File: src/rrbp_pkg.sv
// ----------------------------------------------------------------------------
// rrbp_pkg
// shared types and constants for the round-robin backend picker
// ----------------------------------------------------------------------------
package rrbp_pkg;

    localparam int CAPACITY = 16;
    localparam int IDX_W    = $clog2(CAPACITY);
    localparam int CNT_W    = $clog2(CAPACITY + 1);

    localparam logic [2:0] OP_ADD    = 3'd0;
    localparam logic [2:0] OP_DELETE = 3'd1;
    localparam logic [2:0] OP_PICK   = 3'd2;
    localparam logic [2:0] OP_SORT   = 3'd3;
    localparam logic [2:0] OP_UPDATE = 3'd4;

    localparam logic [2:0] ST_OK       = 3'd0;
    localparam logic [2:0] ST_FULL     = 3'd1;
    localparam logic [2:0] ST_NOTFOUND = 3'd2;
    localparam logic [2:0] ST_EMPTY    = 3'd3;
    localparam logic [2:0] ST_NONEWR   = 3'd4;

    // one table entry
    typedef struct packed {
        logic [15:0] id;
        logic [31:0] load;
        logic        wr;
    } entry_t;

    // commands broadcast from the sequencer to every cell
    typedef struct packed {
        logic             load_en;    // write one entry at wr_idx
        logic [IDX_W-1:0] wr_idx;
        entry_t           wr_data;
        logic             sort_step;  // odd-even transposition step
        logic             sort_odd;   // pair phase
        logic [CNT_W-1:0] count;      // live entries
    } cell_ctrl_t;

endpackage

File: src/rrbp_cell.sv
// ----------------------------------------------------------------------------
// rrbp_cell
// one table slot; swaps with its lower or upper neighbor during a sort step
// ----------------------------------------------------------------------------
module rrbp_cell
(
    input  logic                clk,
    input  logic [rrbp_pkg::IDX_W-1:0] my_idx,
    input  rrbp_pkg::cell_ctrl_t ctrl,
    input  rrbp_pkg::entry_t    lower,   // neighbor at index - 1
    input  rrbp_pkg::entry_t    upper,   // neighbor at index + 1
    output rrbp_pkg::entry_t    entry
);
    import rrbp_pkg::*;

    entry_t          entry_reg;
    entry_t          entry_next;
    logic [CNT_W:0]  pos;
    logic            pair_lo;
    logic            pair_hi;

    assign pos   = {1'b0, {1'b0, my_idx}};
    assign entry = entry_reg;

    // cell at index k pairs up with k+1 when k parity matches the phase
    always_comb
    begin
        pair_lo = (my_idx[0] == ctrl.sort_odd) && (pos + 1 < {1'b0, ctrl.count});
        pair_hi = (my_idx[0] != ctrl.sort_odd) && (my_idx != '0)
                  && (pos < {1'b0, ctrl.count});
    end

    // next entry: explicit write, or compare-swap with neighbor
    always_comb
    begin
        entry_next = entry_reg;
        if (ctrl.load_en && ctrl.wr_idx == my_idx)
        begin
            entry_next = ctrl.wr_data;
        end
        else if (ctrl.sort_step)
        begin
            if (pair_lo && $signed(entry_reg.load) > $signed(upper.load))
                entry_next = upper;
            else if (pair_hi && $signed(lower.load) > $signed(entry_reg.load))
                entry_next = lower;
        end
    end

    always_ff @(posedge clk)
    begin
        entry_reg <= entry_next;
    end

endmodule

File: src/round_robin_backend_picker_unit.sv
// ----------------------------------------------------------------------------
// round_robin_backend_picker_unit
// server table with round-robin pick, delete, update and stable load sort
// ----------------------------------------------------------------------------
//  channel  dir  fields
//  s_axis   in   tdata: operation, server_id, load, writable
//  m_axis   out  tdata: status, picked_id
//
//  add: written into the next free slot as the beat is taken; delete/update:
//  scan one cell per cycle; pick: one try per cycle; sort: one step of the
//  odd-even cell row per live entry.
//  one item at a time; the input is taken again once the sequencer is idle,
//  and a finished beat waits until the result register is empty or being
//  drained. reset clears count, pointer and control; the table itself
//  holds no reset. a stalled m_axis holds its beat.
// ----------------------------------------------------------------------------
module round_robin_backend_picker_unit
(
    input  logic        clk,
    input  logic        rst_n,
    input  logic        s_axis_tvalid,
    output logic        s_axis_tready,
    input  logic [55:0] s_axis_tdata,   // operation[2:0], server_id[18:3], load[50:19], writable[51]
    output logic        m_axis_tvalid,
    input  logic        m_axis_tready,
    output logic [23:0] m_axis_tdata    // status[2:0], picked_id[18:3]
);
    import rrbp_pkg::*;

    typedef enum logic [4:0] {
        S_IDLE = 5'b00001,
        S_SCAN = 5'b00010,
        S_PICK = 5'b00100,
        S_SORT = 5'b01000,
        S_DONE = 5'b10000
    } state_t;

    state_t           state_reg, state_next;
    logic [2:0]       op_reg, op_next;
    logic [15:0]      id_reg, id_next;
    logic [31:0]      ld_reg, ld_next;
    logic             wr_reg, wr_next;
    logic [CNT_W-1:0] count_reg, count_next;
    logic [CNT_W-1:0] ptr_reg, ptr_next;
    logic [CNT_W-1:0] step_reg, step_next;
    logic [2:0]       status_reg, status_next;
    logic [15:0]      pick_reg, pick_next;
    logic [2:0]       out_status_reg, out_status_next;
    logic [15:0]      out_pick_reg, out_pick_next;
    logic             oval_reg, oval_next;
    cell_ctrl_t       ctrl;
    entry_t           cells [CAPACITY];
    entry_t           lows  [CAPACITY];
    entry_t           ups   [CAPACITY];
    entry_t           cur;
    logic [IDX_W-1:0] step_idx;
    logic [IDX_W-1:0] ptr_idx;
    logic [IDX_W-1:0] last_idx;
    logic             in_fire;
    logic [CNT_W-1:0] n_left;

    // the cell row
    genvar g;
    generate
        for (g = 0; g < CAPACITY; g++)
        begin : g_cell
            assign lows[g] = (g == 0) ? cells[g] : cells[(g + CAPACITY - 1) % CAPACITY];
            assign ups[g]  = (g == CAPACITY - 1) ? cells[g] : cells[(g + 1) % CAPACITY];
            rrbp_cell u_cell
            (
                .clk    (clk),
                .my_idx (IDX_W'(g)),
                .ctrl   (ctrl),
                .lower  (lows[g]),
                .upper  (ups[g]),
                .entry  (cells[g])
            );
        end
    endgenerate

    assign s_axis_tready = (state_reg == S_IDLE);
    assign in_fire       = s_axis_tvalid && s_axis_tready;
    assign m_axis_tvalid = oval_reg;
    assign m_axis_tdata  = {5'd0, out_pick_reg, out_status_reg};
    assign step_idx      = step_reg[IDX_W-1:0];
    assign ptr_idx       = ptr_reg[IDX_W-1:0];
    assign last_idx      = IDX_W'(count_reg - 1'b1);
    assign cur           = cells[state_reg == S_PICK ? ptr_idx : step_idx];
    assign n_left        = count_reg - 1'b1;

    // sequencer
    always_comb
    begin
        state_next  = state_reg;
        op_next     = op_reg;
        id_next     = id_reg;
        ld_next     = ld_reg;
        wr_next     = wr_reg;
        count_next  = count_reg;
        ptr_next    = ptr_reg;
        step_next   = step_reg;
        status_next = status_reg;
        pick_next   = pick_reg;
        out_status_next = out_status_reg;
        out_pick_next   = out_pick_reg;
        oval_next   = oval_reg && !m_axis_tready;
        ctrl        = '0;
        ctrl.count  = count_reg;
        ctrl.wr_idx = step_idx;
        ctrl.sort_odd = step_reg[0];
        unique case (state_reg)
            S_IDLE:
            begin
                if (in_fire)
                begin
                    op_next     = s_axis_tdata[2:0];
                    id_next     = s_axis_tdata[18:3];
                    ld_next     = s_axis_tdata[50:19];
                    wr_next     = s_axis_tdata[51];
                    step_next   = '0;
                    status_next = ST_OK;
                    pick_next   = '0;
                    state_next  = S_DONE;
                    case (s_axis_tdata[2:0])
                        OP_ADD:
                        begin
                            if (count_reg >= CNT_W'(CAPACITY))
                                status_next = ST_FULL;
                            else
                            begin
                                ctrl.load_en = 1'b1;
                                ctrl.wr_idx  = count_reg[IDX_W-1:0];
                                ctrl.wr_data = '{id: s_axis_tdata[18:3], load: '0,
                                                 wr: s_axis_tdata[51]};
                                count_next   = count_reg + 1'b1;
                            end
                        end
                        OP_DELETE, OP_UPDATE:
                        begin
                            if (count_reg == '0)
                                status_next = ST_NOTFOUND;
                            else
                                state_next = S_SCAN;
                        end
                        OP_PICK:
                        begin
                            if (count_reg == '0)
                                status_next = ST_EMPTY;
                            else
                            begin
                                status_next = ST_NONEWR;
                                if (ptr_reg >= count_reg)
                                    ptr_next = '0;
                                state_next = S_PICK;
                            end
                        end
                        OP_SORT:
                        begin
                            if (count_reg == '0)
                                status_next = ST_EMPTY;
                            else
                                state_next = S_SORT;
                        end
                        default: ;
                    endcase
                end
            end
            S_SCAN:
            begin
                if (cur.id == id_reg)
                begin
                    ctrl.load_en = 1'b1;
                    if (op_reg == OP_UPDATE)
                        ctrl.wr_data = '{id: cur.id, load: ld_reg, wr: wr_reg};
                    else
                    begin
                        ctrl.wr_data = cells[last_idx];
                        count_next   = n_left;
                        if (n_left == '0)
                            ptr_next = '0;
                        else if (ptr_reg >= n_left)
                            ptr_next = n_left - 1'b1;
                    end
                    state_next = S_DONE;
                end
                else if (step_reg + 1'b1 >= count_reg)
                begin
                    status_next = ST_NOTFOUND;
                    state_next  = S_DONE;
                end
                else
                    step_next = step_reg + 1'b1;
            end
            S_PICK:
            begin
                if (ptr_reg + 1'b1 >= count_reg)
                    ptr_next = '0;
                else
                    ptr_next = ptr_reg + 1'b1;
                if (cur.wr)
                begin
                    // pointer rests one past the chosen slot, unwrapped
                    ptr_next    = ptr_reg + 1'b1;
                    status_next = ST_OK;
                    pick_next   = cur.id;
                    state_next  = S_DONE;
                end
                else if (step_reg + 1'b1 >= count_reg)
                begin
                    ptr_next   = ptr_reg + 1'b1;
                    state_next = S_DONE;
                end
                else
                    step_next = step_reg + 1'b1;
            end
            S_SORT:
            begin
                ctrl.sort_step = 1'b1;
                if (step_reg + 1'b1 >= count_reg)
                    state_next = S_DONE;
                else
                    step_next = step_reg + 1'b1;
            end
            S_DONE:
            begin
                // hand the beat to the result register
                if (!oval_reg || m_axis_tready)
                begin
                    oval_next       = 1'b1;
                    out_status_next = status_reg;
                    out_pick_next   = pick_reg;
                    state_next      = S_IDLE;
                end
            end
            default: state_next = S_IDLE;
        endcase
    end

    always_ff @(posedge clk or negedge rst_n)
    begin
        if (!rst_n)
        begin
            state_reg <= S_IDLE;
            count_reg <= '0;
            ptr_reg   <= '0;
            oval_reg  <= 1'b0;
        end
        else
        begin
            state_reg <= state_next;
            count_reg <= count_next;
            ptr_reg   <= ptr_next;
            oval_reg  <= oval_next;
        end
    end

    always_ff @(posedge clk)
    begin
        op_reg     <= op_next;
        id_reg     <= id_next;
        ld_reg     <= ld_next;
        wr_reg     <= wr_next;
        step_reg   <= step_next;
        status_reg <= status_next;
        pick_reg   <= pick_next;
        out_status_reg <= out_status_next;
        out_pick_reg   <= out_pick_next;
    end

`ifndef NO_ASSERTIONS
    a_count_range: assert property (@(posedge clk) disable iff (!rst_n)
        count_reg <= CNT_W'(CAPACITY)) else $error("entry count beyond capacity");
    a_no_take_busy: assert property (@(posedge clk) disable iff (!rst_n)
        s_axis_tready |-> state_reg == S_IDLE) else $error("input taken while busy");
    a_pick_zero: assert property (@(posedge clk) disable iff (!rst_n)
        m_axis_tvalid && out_status_reg != ST_OK |-> out_pick_reg == '0)
        else $error("picked id set on failure");
    a_one_result: assert property (@(posedge clk) disable iff (!rst_n)
        in_fire |=> !s_axis_tready) else $error("second item taken at once");
`endif

endmodule

File: config.mk
export PLATFORM = sky130hd
export DESIGN_NAME = round_robin_backend_picker_unit
export DESIGN_NICKNAME = d
export VERILOG_FILES = /design/src/rrbp_pkg.sv /design/src/rrbp_cell.sv /design/src/round_robin_backend_picker_unit.sv
export SDC_FILE = /design/constraint.sdc
export NUM_CORES = 2
export LEC_CHECK = 0
export ABC_AREA = 0
export BUFFER_PORTS_ARGS = -buffer_cell sky130_fd_sc_hd__buf_2
export CORE_AREA = 2 2 343 345
export DETAILED_ROUTE_END_ITERATION = 6
export DIE_AREA = 0 0 345 347
export PLACE_DENSITY = 0.83
export SLEW_MARGIN = 15
export SYNTH_ARGS = -nofsm -noshare
export SYNTH_HDL_FRONTEND = slang
export SYNTH_SLANG_ARGS = --single-unit
File: constraint.sdc
create_clock -name clk -period 17.5 [get_ports clk]
set_input_delay 0.875 -clock clk [delete_from_list [all_inputs] [get_ports clk]]
set_output_delay 0.875 -clock clk [all_outputs]
set_load 0.01 [all_outputs]
==> reports/metrics.json <==
{
  "setup_failing_eps_final": 0,
  "internal_dissipation_w": 0.00524,
  "grt_start_max_net_pins": 91,
  "yosysTopAreaCell": "edfxtp_1",
  "cts-htree-levels": 3,
  "clk_latency_ns": 0.75,
  "r2r-end": "g_cell[15].u_cell.entry[3]$_DFFE_PP_",
  "synth_top_area_share_pct": 37.6,
  "postSynth.asyncResetShare_pct": 1.79,
  "power.static_leakage_nw": 31.0,
  "power_switching_w": 0.00323,
  "nets": 6655,
  "critical-path-max-stage-delay_ns": 0.90,
  "final_util_pct": 65.1,
  "criticalPathCategory": "reg2reg",
  "avgViaCountPerCell": 7.41,
  "syn_to_final_growth_pct": 7.36,
  "proportion_of_layout_cells_with_a_drive_suffix_above_1_pct": 12.7,
  "grt_first_pass_wirelength_um": 357000,
  "max_freq_mhz": 116,
  "sequentialPowerShare_pct": 30.9,
  "post-dp-hpwl_um": 161000,
  "critical-path-top-cell-by-count": "buf_4",
  "critical_path.endpoint": "g_cell[15].u_cell.entry[3]$_DFFE_PP_",
  "cts-resized-gates": 0,
  "cts.sink_count": 895,
  "buffer_ports.inserted": 76,
  "timing_worst_slew_pin_value_ns": 1.30,
  "effective_utilization_at_floorplan_pct": 60.7,
  "drt_first_iter_violations": 9275,
  "power.density_nw_per_um2": 112,
  "rows": 125,
  "rrSetupSlack_ns": 8.84,
  "count_of_state_elements_after_synthesis": 895,
  "grt_setup_unrepaired": "false",
  "die_height_um": 347,
  "largest_reg_flops": 784,
  "clk_path_buf_depth": 3,
  "yosysMostFrequentCell": "mux2i_1",
  "boundaryPins": 86,
  "clkTransAtPathRegs_ns": 0.07,
  "place.gp.congestion": 1.01,
  "clock_tree.root_cell": "clkbuf_16",
  "regToRegStartpoint": "state_reg[1]$_DFFE_PN0P_",
  "final.hold.worst_slack_ns": 0.0546,
  "max_cap_violations": 0,
  "power_switching_share_pct": 38.1,
  "mappedNetlistArea_um2": 70200,
  "outcome": "finished with violations",
  "min_path_type": "in2async",
  "route.vias.total": 57000,
  "wl_per_cell_um": 31.9,
  "cp.required_ns": 17.85,
  "synthesis.instances": 6206,
  "fp.dieW_um": 345,
  "cts-buffers-inserted": 102,
  "totalNegativeSetupSlack_ns": 0,
  "dominantRegCellSynth": "edfxtp_1",
  "slew-limit-headroom_pct": 13.2,
  "synthDistinctLibCells": 96,
  "synth.avg_cell_area_um2": 11.3,
  "period_needed_ns": 8.66,
  "globalRouteOverflowTotal": 0,
  "cp-startpoint": "state_reg[1]$_DFFE_PN0P_",
  "cpMaxStageDelayCell": "nand3_4",
  "tritoncts_clock_tree": "built",
  "arrival_ns": 9.01,
  "layout_setup_ws_ns": 8.84,
  "vdd_drop_max_v": 0.000211,
  "end_kind": "register",
  "grt_antenna_before_repair": 10,
  "cts_hold_buffers": 0,
  "cts_setup_buffers": 0,
  "crit_chain": "nor4_4, buf_4, buf_4, a211oi_1, buf_4, nor2_1, o2111a_1, a31oi_1, nor4b_1, nand4_1, or4_1, o31ai_4, nand3_4, o21ai_4, buf_4",
  "final_antenna_net_count": 0,
  "routed_wl_um": 246000,
  "number_of_global_route_vias_before_repair": 56500,
  "overall_power_w": 0.00847,
  "synth-edff-count": 879,
  "core_footprint_um2": 116000,
  "firstDrtPassIters": 7,
  "hold_viol_final": 0,
  "drcViolationCount": 9,
  "final_min_period_over_clock_period_pct": 49.5,
  "synth_sequential_area_ratio_pct": 38.2,
  "comb_power_share_pct": 43.0,
  "pwr-share-clk_pct": 26.2,
  "netlist_top_cells_area": "edfxtp_1 (38%), mux2i_1 (20%), ha_1 (9.0%)",
  "dp_slack_ns": 9.53,
  "finalMaxSlewViolations": 0,
  "yosys_warnings": 0,
  "r2r.worst_path.cells": 15,
  "violations": "DRC",
  "final.setup_skew_ns": 0.0488,
  "ys_top_cells_by_count": "mux2i_1 (1415), edfxtp_1 (879), inv_1 (537)",
  "critical_path.startpoint_type": "register",
  "grt.total_usage_pct": 39.8,
  "fp.dieArea_um2": 120000,
  "crit_path_max_fanout": 72
}
==> routing by layer <==
metal / track usage (%) / vias up / part of all wire (%) / wire [um]
met3: 14.6 / 1330 / 16 / 38600
met4: 25.1 / 16 / 7.6 / 18700
met1: 49.1 / 27500 / 34 / 83200
met5: 0 / - / 0.050 / 124
met2: 59.3 / 4776 / 43 / 105000
li1: - / 23500 / - / -
==> worst min-delay path by stage <==
stage	startpoint	end	slack [ns]
CTS	rst_n	count_reg[0]$_DFFE_PN0P_	0.06
global route	rst_n	state_reg[1]$_DFFE_PN0P_	0.09
global placement	pick_reg[6]$_SDFFCE_PN0P_	out_pick_reg[6]$_DFFE_PP_	0.40
detailed placement	pick_reg[14]$_SDFFCE_PN0P_	out_pick_reg[14]$_DFFE_PP_	0.41
floorplan	pick_reg[0]$_SDFFCE_PN0P_	out_pick_reg[0]$_DFFE_PP_	0.40
finish	rst_n	state_reg[1]$_DFFE_PN0P_	0.05
==> power by group through the flow <==
stage / Clock (W) / Combinational, W / Sequential (W)
6_report: 0.00222 / 0.00364 / 0.00262
5_1_grt: 0.00228 / 0.00372 / 0.00262
4_1_cts: 0.00220 / 0.00348 / 0.00261
3_5_place_dp: 0 / 0.00346 / 0.00266
3_3_place_gp: 0 / 0.00338 / 0.00265
2_1_floorplan: 0 / 0.00251 / 0.00259
==> cells in the final DEF (no fill, tap or decap), types with 67 or more instances in the layout <==
cell type,count
nand4_1,118
ha_1,504
buf_4,123
nor2_1,107
a211oi_1,114
mux2i_1,1413
o21ai_0,179
clkbuf_16,104
nor3_1,67
a21oi_1,191
edfxtp_1,879
nand2b_1,136
mux4_2,264
inv_1,536
nand2_1,330
buf_2,76
a21o_1,130
==> through the flow <==
| stage | instances | instance area (um2) |
|---|---|---|
| floorplan | 6210 | 70200 |
| global placement | 7501 | 72000 |
| detailed placement | 7506 | 72000 |
| CTS | 7694 | 75300 |
| global route | 7697 | 75400 |
| finish | 7698 | 75400 |
==> kinds of logic after synthesis <==
logic type	count (synthesis)	synth area share, %
AO/OA/AOI/OAI	1042	10.1
buffers and inverters	969	5.60
adder cells (fa/ha/maj)	506	9.02
XOR/XNOR	27	0.337
multiplexers	1690	28.8
flip-flops	895	38.2
AND/OR/NAND/NOR	1076	8.00
other	1	0.00534
==> worst max-delay path, delay by kind of cell (launching register included) <==
family | cells | cell delay (ns)
AO/OA/AOI/OAI | 5 | 2.15
buffers and inverters | 4 | 1.85
flip-flops | 1 | 0.48
AND/OR/NAND/NOR | 6 | 3.62
==> area by class of cell <==
class,instances,area [um2]
multi-input combinational,4346,40000
inverter,541,2030
tap,1524,1910
antenna,1,2.50
timing repair buffer,203,1350
clock inverter,64,618
fill,8529,40400
sequential,895,26800
clock buffer,124,2680
No activity file was read; power rests on OpenSTA's default activity.
